File: src/sv/ttb_pkg.sv
// Package for the triangle tangent and bitangent block: widths and divider control.
package ttb_pkg;
    localparam int POS_W_DEF = 32;
    localparam int TEX_W_DEF = 24;
    localparam int OUT_W     = 32;
    localparam int FRAC_SHIFT = 16;

    // Divider operation request.
    typedef struct packed {
        logic start;
    } div_ctl_t;
endpackage

File: src/sv/triangle_tangent_bitangent.sv
// Top level of the per-triangle tangent and bitangent unit.
// Usage:
//   The input channel takes one triangle corner per request (position in
//   Q16.16, texture coordinate in Q8.16), corners in index order. The first
//   two corners are stored. The third corner starts the sequencer and the
//   input is not ready until its result has left.
//   Result channel: one request per triangle with tangent and bitangent in
//   Q16.16, a saturated flag and a degenerate flag (zero UV determinant gives
//   zero vectors).
//   Sequence after the third corner: fourteen products on the one multiplier,
//   then six divisions on the one serial divider, then the result is loaded
//   for output. A zero determinant skips the remaining products and the
//   divisions. The next corner is taken from the cycle after the result leaves.
//   Reset clears the corner count and handshake state; stored corners are
//   undefined until written.
//   When the receiver stalls, the result holds in its output register and
//   the input stays not ready until it is taken.
module triangle_tangent_bitangent
    import ttb_pkg::*;
#(
    parameter int POSITION_WIDTH = POS_W_DEF,
    parameter int TEXCOORD_WIDTH = TEX_W_DEF
)
(
    input  logic                             clk,
    input  logic                             rst_n,
    input  logic                             in_valid,
    output logic                             in_ready,
    input  logic signed [POSITION_WIDTH-1:0] pos_x,
    input  logic signed [POSITION_WIDTH-1:0] pos_y,
    input  logic signed [POSITION_WIDTH-1:0] pos_z,
    input  logic signed [TEXCOORD_WIDTH-1:0] tex_u,
    input  logic signed [TEXCOORD_WIDTH-1:0] tex_v,
    output logic                             out_valid,
    input  logic                             out_ready,
    output logic signed [OUT_W-1:0]          tangent_x,
    output logic signed [OUT_W-1:0]          tangent_y,
    output logic signed [OUT_W-1:0]          tangent_z,
    output logic signed [OUT_W-1:0]          bitangent_x,
    output logic signed [OUT_W-1:0]          bitangent_y,
    output logic signed [OUT_W-1:0]          bitangent_z,
    output logic                             degenerate,
    output logic                             saturated
);
    localparam int PW = POSITION_WIDTH + 1;        // delta widths
    localparam int TW = TEXCOORD_WIDTH + 1;
    localparam int MA = (PW > TW) ? PW : TW;       // multiplier a width
    localparam int PRW = MA + TW;                  // product width
    localparam int SW = PRW + 1;                   // sum of two products
    localparam int NW = SW + FRAC_SHIFT;           // shifted numerator
    localparam int QW = NW;

    // sequencer states
    localparam logic [3:0] S_IDLE  = 4'd0;
    localparam logic [3:0] S_MUL   = 4'd1;
    localparam logic [3:0] S_MWAIT = 4'd2;
    localparam logic [3:0] S_DIV   = 4'd3;
    localparam logic [3:0] S_DWAIT = 4'd4;
    localparam logic [3:0] S_OUT   = 4'd5;

    logic [3:0] st_reg, st_next;
    logic [1:0] cnt_reg;
    logic [3:0] step_reg;       // product step 0..10 / quotient index 0..5
    logic       half_reg;       // second product of a determinant or numerator product pair

    logic signed [PW-1:0] p0_reg [3], p1_reg [3], dp1_reg [3], dp2_reg [3];
    logic signed [TW-1:0] t0_reg [2], t1_reg [2];
    logic signed [TW-1:0] du1_reg, dv1_reg, du2_reg, dv2_reg;
    logic signed [SW-1:0] acc_reg;
    logic signed [SW-1:0] num_reg [6];
    logic signed [SW-1:0] det_reg;
    logic signed [OUT_W-1:0] res_reg [6];
    logic sat_reg, deg_reg, ov_reg;

    logic in_acc;
    assign in_ready = (st_reg == S_IDLE) && !ov_reg;
    assign in_acc = in_valid && in_ready;

    // operand select for the shared multiplier
    logic signed [MA-1:0] ma;
    logic signed [TW-1:0] mb;
    logic signed [PRW-1:0] mp;
    logic [1:0] comp;
    assign comp = 2'((step_reg - 4'd1) >> 2);

    always_comb
    begin
        ma = '0;
        mb = '0;
        if (step_reg == 4'd0)
        begin
            ma = half_reg ? MA'(dv1_reg) : MA'(du1_reg);
            mb = half_reg ? du2_reg : dv2_reg;
        end
        else
        begin
            case (2'((step_reg - 4'd1) & 4'd3))
                2'd0:
                begin
                    ma = half_reg ? MA'(dp2_reg[comp]) : MA'(dp1_reg[comp]);
                    mb = half_reg ? dv1_reg : dv2_reg;
                end
                2'd1:
                begin
                    ma = half_reg ? MA'(dp1_reg[comp]) : MA'(dp2_reg[comp]);
                    mb = half_reg ? du2_reg : du1_reg;
                end
                default:
                begin
                    ma = '0;
                    mb = '0;
                end
            endcase
        end
    end

    ttb_mul #(.AW(MA), .BW(TW)) u_mul
    (
        .clk (clk),
        .a   (ma),
        .b   (mb),
        .p   (mp)
    );

    // divider on magnitudes
    div_ctl_t dctl;
    logic dbusy;
    logic [QW-1:0] dq;
    logic [2:0] qi;
    logic signed [SW-1:0] nsel;
    logic [NW-1:0] nmag;
    logic [SW-1:0] dmag;
    logic qneg;
    assign qi = step_reg[2:0];
    assign nsel = num_reg[qi];
    assign nmag = {(nsel[SW-1] ? SW'(-nsel) : SW'(nsel)), {FRAC_SHIFT{1'b0}}};
    assign dmag = det_reg[SW-1] ? SW'(-det_reg) : SW'(det_reg);
    assign qneg = nsel[SW-1] ^ det_reg[SW-1];
    assign dctl.start = (st_reg == S_DIV);

    ttb_div #(.NW(NW), .DW(SW)) u_div
    (
        .clk   (clk),
        .rst_n (rst_n),
        .ctl   (dctl),
        .num   (nmag),
        .den   (dmag),
        .busy  (dbusy),
        .quo   (dq)
    );

    // saturate a quotient magnitude
    logic [QW-1:0] lim;
    logic          qsat;
    logic signed [OUT_W-1:0] qout;
    assign lim  = qneg ? QW'(33'h080000000) : QW'(33'h07FFFFFFF);
    assign qsat = dq > lim;
    always_comb
    begin
        if (qsat)
        begin
            qout = qneg ? {1'b1, {(OUT_W-1){1'b0}}} : {1'b0, {(OUT_W-1){1'b1}}};
        end
        else
        begin
            qout = qneg ? OUT_W'(-dq[OUT_W-1:0]) : dq[OUT_W-1:0];
        end
    end

    // determinant zero test on the just-formed sum
    logic signed [SW-1:0] sum;
    logic det_zero_n;
    assign sum = acc_reg - SW'(mp);
    assign det_zero_n = (sum == '0);

    always_comb
    begin
        st_next = st_reg;
        case (st_reg)
            S_IDLE:  if (in_acc && cnt_reg == 2'd2) st_next = S_MUL;
            S_MUL:   st_next = S_MWAIT;
            S_MWAIT:
            begin
                if (half_reg && (step_reg == 4'd0 || (step_reg & 4'd3) == 4'd2) &&
                    step_reg != 4'd0 && step_reg >= 4'd10)
                begin
                    st_next = S_DIV;
                end
                else if (half_reg && step_reg == 4'd0 && det_zero_n)
                begin
                    st_next = S_OUT;
                end
                else
                begin
                    st_next = S_MUL;
                end
            end
            S_DIV:   st_next = S_DWAIT;
            S_DWAIT:
            begin
                if (!dbusy)
                begin
                    st_next = (step_reg == 4'd5) ? S_OUT : S_DIV;
                end
            end
            S_OUT:   st_next = S_IDLE;
            default: st_next = S_IDLE;
        endcase
    end

    always_ff @(posedge clk or negedge rst_n)
    begin
        if (!rst_n)
        begin
            st_reg   <= S_IDLE;
            cnt_reg  <= 2'd0;
            ov_reg   <= 1'b0;
            step_reg <= '0;
            half_reg <= 1'b0;
        end
        else
        begin
            st_reg <= st_next;
            if (in_acc)
            begin
                cnt_reg <= (cnt_reg == 2'd2) ? 2'd0 : cnt_reg + 2'd1;
                step_reg <= '0;
                half_reg <= 1'b0;
            end
            if (st_reg == S_MWAIT)
            begin
                half_reg <= !half_reg;
                if (half_reg)
                begin
                    if (st_next == S_DIV)
                    begin
                        step_reg <= '0;
                    end
                    else if (step_reg == 4'd0)
                    begin
                        step_reg <= 4'd1;
                    end
                    else
                    begin
                        step_reg <= ((step_reg & 4'd3) == 4'd2) ? step_reg + 4'd3
                                                                 : step_reg + 4'd1;
                    end
                end
            end
            if (st_reg == S_DWAIT && !dbusy)
            begin
                step_reg <= step_reg + 4'd1;
            end
            if (st_reg == S_OUT)
            begin
                ov_reg <= 1'b1;
            end
            else if (out_valid && out_ready)
            begin
                ov_reg <= 1'b0;
            end
        end
    end

    always_ff @(posedge clk)
    begin
        if (in_acc)
        begin
            case (cnt_reg)
                2'd0:
                begin
                    p0_reg[0] <= PW'(pos_x);
                    p0_reg[1] <= PW'(pos_y);
                    p0_reg[2] <= PW'(pos_z);
                    t0_reg[0] <= TW'(tex_u);
                    t0_reg[1] <= TW'(tex_v);
                end
                2'd1:
                begin
                    p1_reg[0] <= PW'(pos_x);
                    p1_reg[1] <= PW'(pos_y);
                    p1_reg[2] <= PW'(pos_z);
                    t1_reg[0] <= TW'(tex_u);
                    t1_reg[1] <= TW'(tex_v);
                end
                default:
                begin
                    dp1_reg[0] <= p1_reg[0] - p0_reg[0];
                    dp1_reg[1] <= p1_reg[1] - p0_reg[1];
                    dp1_reg[2] <= p1_reg[2] - p0_reg[2];
                    dp2_reg[0] <= PW'(pos_x) - p0_reg[0];
                    dp2_reg[1] <= PW'(pos_y) - p0_reg[1];
                    dp2_reg[2] <= PW'(pos_z) - p0_reg[2];
                    du1_reg <= t1_reg[0] - t0_reg[0];
                    dv1_reg <= t1_reg[1] - t0_reg[1];
                    du2_reg <= TW'(tex_u) - t0_reg[0];
                    dv2_reg <= TW'(tex_v) - t0_reg[1];
                    sat_reg <= 1'b0;
                    deg_reg <= 1'b0;
                end
            endcase
        end
        if (st_reg == S_MWAIT)
        begin
            if (!half_reg)
            begin
                acc_reg <= SW'(mp);
            end
            else if (step_reg == 4'd0)
            begin
                det_reg <= sum;
                if (det_zero_n)
                begin
                    deg_reg <= 1'b1;
                    for (int i = 0; i < 6; i++)
                    begin
                        res_reg[i] <= '0;
                    end
                end
            end
            else
            begin
                // tangent then bitangent numerator for one component
                num_reg[3'(((step_reg - 4'd1) >> 2)) + (((step_reg - 4'd1) & 4'd3) == 4'd1
                        ? 3'd3 : 3'd0)] <= sum;
            end
        end
        if (st_reg == S_DWAIT && !dbusy)
        begin
            res_reg[qi] <= qout;
            if (qsat)
            begin
                sat_reg <= 1'b1;
            end
        end
    end

    assign out_valid   = ov_reg;
    assign tangent_x   = res_reg[0];
    assign tangent_y   = res_reg[1];
    assign tangent_z   = res_reg[2];
    assign bitangent_x = res_reg[3];
    assign bitangent_y = res_reg[4];
    assign bitangent_z = res_reg[5];
    assign degenerate  = deg_reg;
    assign saturated   = sat_reg;
endmodule

File: src/sv/ttb_mul.sv
// Shared signed multiplier with a registered product.
module ttb_mul
    import ttb_pkg::*;
#(
    parameter int AW = 33,
    parameter int BW = 25
)
(
    input  logic                    clk,
    input  logic signed [AW-1:0]    a,
    input  logic signed [BW-1:0]    b,
    output logic signed [AW+BW-1:0] p
);
    always_ff @(posedge clk)
    begin
        p <= a * b;
    end
endmodule

File: src/sv/ttb_div.sv
// Restoring divider, one quotient bit per cycle, magnitudes in and out.
module ttb_div
    import ttb_pkg::*;
#(
    parameter int NW = 80,
    parameter int DW = 64
)
(
    input  logic          clk,
    input  logic          rst_n,
    input  div_ctl_t      ctl,
    input  logic [NW-1:0] num,
    input  logic [DW-1:0] den,
    output logic          busy,
    output logic [NW-1:0] quo
);
    localparam int CW = $clog2(NW + 1);
    logic [NW-1:0] n_reg;
    logic [DW:0]   r_reg;
    logic [DW-1:0] d_reg;
    logic [CW-1:0] cnt_reg;
    logic [DW:0]   sh;
    logic [DW+1:0] diff;

    assign sh   = {r_reg[DW-1:0], n_reg[NW-1]};
    assign diff = {1'b0, sh} - {2'b00, d_reg};
    assign busy = (cnt_reg != '0);
    assign quo  = n_reg;

    always_ff @(posedge clk or negedge rst_n)
    begin
        if (!rst_n)
        begin
            cnt_reg <= '0;
        end
        else if (ctl.start)
        begin
            cnt_reg <= CW'(NW);
        end
        else if (busy)
        begin
            cnt_reg <= cnt_reg - 1'b1;
        end
    end

    always_ff @(posedge clk)
    begin
        if (ctl.start)
        begin
            n_reg <= num;
            r_reg <= '0;
            d_reg <= den;
        end
        else if (busy)
        begin
            if (!diff[DW+1])
            begin
                r_reg <= diff[DW:0];
                n_reg <= {n_reg[NW-2:0], 1'b1};
            end
            else
            begin
                r_reg <= sh;
                n_reg <= {n_reg[NW-2:0], 1'b0};
            end
        end
    end
endmodule

File: config.mk
export PLATFORM = sky130hd
export DESIGN_NAME = triangle_tangent_bitangent
export DESIGN_NICKNAME = d
export VERILOG_FILES = /design/src/sv/ttb_pkg.sv /design/src/sv/triangle_tangent_bitangent.sv /design/src/sv/ttb_mul.sv /design/src/sv/ttb_div.sv
export SDC_FILE = /design/constraint.sdc
export NUM_CORES = 2
export LEC_CHECK = 0
export BUFFER_PORTS_ARGS = -buffer_cell sky130_fd_sc_hd__buf_2
export CELL_PAD_IN_SITES_DETAIL_PLACEMENT = 0
export CELL_PAD_IN_SITES_GLOBAL_PLACEMENT = 1
export CORE_MARGIN = 2
export CORE_UTILIZATION = 55
export CTS_BUF_LIST = sky130_fd_sc_hd__clkbuf_16
export DETAILED_ROUTE_END_ITERATION = 16
export HOLD_SLACK_MARGIN = 0.08
export PLACE_DENSITY_LB_ADDON = 0.12
export SLEW_MARGIN = 20
export SYNTH_ARGS = -nofsm -noshare
export SYNTH_HDL_FRONTEND = slang
export SYNTH_SLANG_ARGS = --single-unit
export TNS_END_PERCENT = 20
File: constraint.sdc
create_clock -name clk -period 21.5 [get_ports clk]
set_clock_uncertainty 0.05 [all_clocks]
set_input_delay 4.3 -clock clk [delete_from_list [all_inputs] [get_ports clk]]
set_output_delay 4.3 -clock clk [all_outputs]
set_load 0.02 [all_outputs]
After elaboration in Yosys (flattened, before gate mapping)
Memories as Yosys holds them, arrays and structs flattened.
Cells that the tools add are included.
- bits in registers: 489
- memory bits (writable): 1042
- memories: 8
- add/sub/neg operators: 21
- multiply operators: 1
- $lt $le $gt $ge: 2
- equal/unequal tests: 11
- muxes and demuxes: 74
- bitwise logic cells: 3
- reduce and logical (&&, ||, !) cells: 29
- memories (memory ; depth ; width ; read ports ; clocked after Yosys merged registers in ; write ports ; line ; source):
    num_reg ; 6 ; 59 ; 1 ; 0 ; 1 ; triangle_tangent_bitangent.sv:70 ; logic signed [SW-1:0] num_reg [6];
    res_reg ; 6 ; 32 ; 6 ; 0 ; 6 ; triangle_tangent_bitangent.sv:72 ; logic signed [OUT_W-1:0] res_reg [6];
    dp1_reg ; 3 ; 33 ; 1 ; 0 ; 3 ; triangle_tangent_bitangent.sv:66 ; logic signed [PW-1:0] p0_reg [3], p1_reg [3], dp1_reg [3], dp2_reg [3];
    dp2_reg ; 3 ; 33 ; 1 ; 0 ; 3 ; triangle_tangent_bitangent.sv:66 ;
    p0_reg ; 3 ; 33 ; 3 ; 0 ; 3 ; triangle_tangent_bitangent.sv:66 ;
    p1_reg ; 3 ; 33 ; 3 ; 0 ; 3 ; triangle_tangent_bitangent.sv:66 ;
    +2 memories ; n/a ; n/a ; n/a ; n/a ; n/a ; n/a ;
- operators by type and width (kind ; count):
    $mux W32 ; 5
    $mux W75 ; 2
    $mux W33 ; 4
    $mux W59 ; 2
    $neg A59 Y59 ; 2
    $mux W25 ; 4
    $sub A32 B33 Y33 ; 3
    $sub A33 B33 Y33 ; 3
    $gt A75 B32 Y1 ; 1
    $pmux W33 S2 ; 1
    $sub A60 B59 Y61 ; 1
    $logic_not A59 Y1 ; 1
    $sub A58 B58 Y59 ; 1
    $mul A33 B25 Y58 ; 1
    $mux W58 ; 1
    $pmux W25 S2 ; 1
    $sub A24 B25 Y25 ; 2
    $sub A25 B25 Y25 ; 2
    $mux W1 ; 36
    $mux W4 ; 9
    $neg A32 Y32 ; 1
    $reduce_or A32 Y1 ; 1
    $pmux W4 S5 ; 1
    $mux W7 ; 2
    27 further kinds ; 54

Logic depth before layout (Yosys ltp)
- depth in word-level cells: 12
- mapped depth: 46
- mapped depth without buffers: 38

Cells and area by module
From an unflattened synthesis, not the netlist that was laid out.
- cells, all modules: 9839
- area total of the unflattened synthesis: 108709.3 um^2
- by module, submodules not included (module ; times used ; cells an instance ; area an instance (um^2)):
    triangle_tangent_bitangent ; 1 ; 5478 ; 66796.6
    ttb_mul ; 1 ; 3184 ; 30002.5
    ttb_div ; 1 ; 1177 ; 11910.2

Worst setup path before layout
OpenSTA, ideal clock, no wires.
- path kind: in2reg
- start: input port in_valid
- end: memory p1_reg[0][0] in the netlist's numbering, enable pin
- setup time: 0.856 ns
- arrival time: 14.946 ns
- data required time: 20.594 ns
- setup slack: 5.648 ns
- cell stages on the path: 2
- buffers on the path: 0
- cells stage by stage: nand2_1 nor3b_1
- RTL lines (item ; line ; source):
    from (decl) ; triangle_tangent_bitangent.sv:27 ; input logic in_valid,
    to (decl) ; triangle_tangent_bitangent.sv:66 ;

Worst setup path after layout
- start: register step_reg[0]
- end: register u_mul.p[57]
- word-level cells in the longest chain between the ends: 6
- RTL lines (item ; line ; source):
    from (decl) ; triangle_tangent_bitangent.sv:63 ; logic [3:0] step_reg;
    from (signal assigned) ; triangle_tangent_bitangent.sv:245 ; step_reg <= ((step_reg & 4'd3) == 4'd2) ? step_reg + 4'd3
    from (signal assigned) ; triangle_tangent_bitangent.sv:252 ; step_reg <= step_reg + 4'd1;
    $sub A4 B1 Y4 ; triangle_tangent_bitangent.sv:97 ; case (2'((step_reg - 4'd1) & 4'd3))
    $mem_v2 Z3 W33 ; n/a ;
    $mux W33 (on tied branches) ; triangle_tangent_bitangent.sv:105, triangle_tangent_bitangent.sv:100 ;
    $pmux W33 S2 ; triangle_tangent_bitangent.sv:97 ;
    $mux W33 ; triangle_tangent_bitangent.sv:90 ; if (step_reg == 4'd0)
    $mul A33 B25 Y58 * ; ttb_mul.sv:16 ; p <= a * b;
    to (signal assigned) ; ttb_mul.sv:16 ;
    to (decl) ; ttb_mul.sv:12 ; output logic signed [AW+BW-1:0] p
Mark *: on every way between the ends. The rest lies on a longest branch, timed or not.
A chain may end at the register's enable or synchronous reset.

==> impl_metrics.py <==
metrics = {
    "routing": {
        "drtIter0Drc": 5658,
        "routed_wl_mm": 301,
        "num_vias": 75100,
        "drt_pass1_iterations": 7,
        "vias_per_cell": 5.79,
        "wl_per_cell_um": 23.2,
        "drcViolationCount": 0,
        "drtAntennaViolNets": 0,
    },
    "logic_synthesis": {
        "async_flop_share_pct": 1.25,
        "syn_area_um2": 106000,
        "ys_seq_elements": 1521,
        "synth_edf_count": 1367,
        "ys_seq_area_share_pct": 41.6,
        "yosys.area.top_type": "edfxtp_1",
        "ys_warn_count": 0,
        "netlist_instances": 10000,
        "synth.distinct_cells": 86,
        "yosys.area.top_type_share_pct": 38.6,
        "synth_area_leaders": "edfxtp_1 (39%), fa_1 (16%), ha_1 (7.1%), inv_1 (4.8%), nor2_1 (3.5%)",
        "synthFlopType": "edfxtp_1",
        "syn_nets": 11600,
        "postSynthAreaPerCell_um2": 10.6,
    },
    "outcome": {
        "status": "finished clean",
    },
    "timing": {
        "finalSetupTns_ns": 0,
        "tightest_slew_ns": 1.23,
        "rsz0062_at_grt": "false",
        "period_needed_ns": 12.65,
        "period_share_pct": 58.8,
        "worst_slack_ns": 8.85,
        "report.final.slew_viol_count": 0,
        "setup_viol": 0,
        "finalHoldViolCount": 0,
        "slew_headroom_pct": 17.7,
        "max_freq_ghz": 0.0791,
    },
    "grt": {
        "grt_usage_pct": 30.7,
        "grt_pass1_vias": 77100,
        "grt_max_degree": 172,
        "antenna_found_initial": 10,
        "grt_pass1_wl_mm": 459,
        "grt_overflow_total": 0,
    },
    "setup_path": {
        "worstPathRequired_ns": 22.17,
        "crit_fanout": 65,
        "max_stage_delay_ns": 0.79,
        "cpMostUsedCell": "fa_1",
        "criticalPathCategory": "flip-flop to flip-flop",
        "crit_path_end_kind": "flip-flop",
        "arrival_ns": 13.32,
        "r2r_slack_ns": 8.85,
        "startpoint": "step_reg[0]$_DFF_PN0_",
        "ff2ff_path_depth": 33,
        "r2r_start": "step_reg[0]$_DFF_PN0_",
        "slowest_stage": "o31ai_1",
        "worst_setup_path_start_kind": "flip-flop",
    },
    "clock_tree": {
        "postCtsSetupBuffers": 0,
        "clockRootBuffer": "clkbuf_16",
        "cts_hold_buffers": 0,
        "cts_tree": "yes",
        "cts_resized": 0,
        "clock_sinks": 1521,
        "clock_latency_ns": 0.87,
        "htreeDepth": 4,
        "cts_buffers": 165,
        "path_clk_slew_ns": 0.06,
        "clock_path_buffers": 3,
    },
    "die": {
        "std_cell_rows": 161,
        "start_util_pct": 55.3,
        "die_w_um": 444,
        "core_um2": 192000,
        "io_pins": 344,
        "die_h_um": 444,
        "dieArea_um2": 197000,
    },
    "placement": {
        "pre_cts_slack_ns": 8.91,
        "finalWeightedCongestion": 0.929,
        "hpwl_mm": 229,
        "io_buffers": 343,
    },
    "cells_and_area": {
        "nNetsFinal": 11900,
        "drive_above_1_share_pct": 9.33,
        "multi_input_area_um2": 56100,
        "largest_reg_flops": 354,
        "seq_area_um2": 44200,
        "area_growth_pct": 10.3,
        "nFillCells": 15900,
    },
    "flow_run": {
        "maxCapViolCount": 0,
    },
    "worst_hold_path": {
        "min_path_type": "flip-flop to flip-flop",
        "hp-start": "u_mul.p[13]$_DFF_P_",
        "min_path_cells": 0,
    },
}
cells by family (layout without fill, tap and decap cells):
group                    Yosys count  in the layout  synth area share (%)
AND/OR/NAND/NOR                 2743           2743                  11.3
AO/OA/AOI/OAI                   1858           1858                  11.1
buffers and inverters           1728           2165                  6.11
flip-flops                      1521           1521                  41.6
adder cells (fa/ha/maj)         1459           1459                  23.2
XOR/XNOR                         497            497                  4.09
multiplexers                     202            202                  2.60
other                              1              5               0.00352
metal layers:
layer  wire length [um]  part of all wire, %  GRT usage (%)  vias to the layer above
li1                   -                    -              -                    34700
met1             120000                   40           38.8                    37300
met2             148000                   49           52.7                     2466
met3              18600                  6.2           4.64                      582
met4              14300                  4.7           13.0                        2
met5                 15               0.0050              0                        -
through the flow:
| stage | utilization (%) | hold slack [ns] | std cells | area, um^2 |
|---|---|---|---|---|
| floorplan | - | 0.358 | 10000 | 106000 |
| global placement | 57.9 | 0.365 | 12700 | 111000 |
| detailed placement | 58.0 | 0.364 | 12700 | 111000 |
| CTS | 60.9 | 0.374 | 13000 | 117000 |
| global route | 61.0 | 0.388 | 13000 | 117000 |
| finish | 61.0 | 0.376 | 13000 | 117000 |
layout by cell type, fill, tap and decap left out, types with 29 or more instances in the layout:
master        n
a211oi_1     58
a21boi_0     35
a21o_1      212
a21oi_1     543
a22o_1       30
a22oi_1      33
a31oi_1      56
and2_1       41
and3_1       45
buf_2       345
buf_4       148
clkbuf_16   166
clkinv_2     29
dfxtp_1     135
edfxtp_1   1367
fa_1        854
ha_1        602
inv_1      1386
mux2i_1     134
mux4_2       59
nand2_1     981
nand2b_1    121
nand3_1      97
nand4_1      49
nor2_1      985
nor2b_1      85
nor3_1      128
nor4_1       32
o211ai_1     38
o21a_1       80
o21ai_0     402
o21bai_1     46
o22ai_1      42
o31ai_1      33
or2_2        38
or3_1        67
xnor2_1     339
xor2_1      148
synth_stat cells (35+ instances only):
library cell,n
o21a_1,80
a21boi_0,35
edfxtp_1,1367
and3_1,46
nor3_1,132
inv_1,1353
nand2_1,982
nand2b_1,121
nor2b_1,86
mux4_2,59
and2_1,41
ha_1,604
xnor2_1,348
nand4_1,49
nand3_1,98
dfxtp_1,135
mux2i_1,136
a211oi_1,58
o22ai_1,42
a21o_1,212
nor2_1,993
a21oi_1,547
or2_2,39
fa_1,855
o21bai_1,46
or3_1,67
xor2_1,149
o21ai_0,409
clkbuf_1,335
a31oi_1,77
o211ai_1,38
path summary, 6_finish.rpt:
check	to
max	u_mul.p[57]$_DFF_P_
min	acc_reg[13]$_DFFE_PP_
max reg2reg	u_mul.p[57]$_DFF_P_
min reg2reg	acc_reg[13]$_DFFE_PP_
max in group asynchronous	half_reg$_DFFE_PN0P_
min in group asynchronous	step_reg[2]$_DFF_PN0_
cell type report:
type	count	share of cell area [%]
multi-input combinational	6760	47.8
sequential	1521	37.7
inverter	1356	4.35
clock buffer	166	3.54
tap	2526	2.69
timing repair buffer	499	2.51
clock inverter	144	1.37
antenna	4	0.00853
critical path: cells and delay by family (launching register included):
family	cells	cell delay, ns
compound gates	8	2.84
fa+ha+maj	9	4.19
buf+inv	8	2.18
flops	1	0.71
simple gates	8	2.39
Power is left out: the tool's default activity adds up to more than one toggle a clock period on the data nets, which glitch-free logic cannot reach.
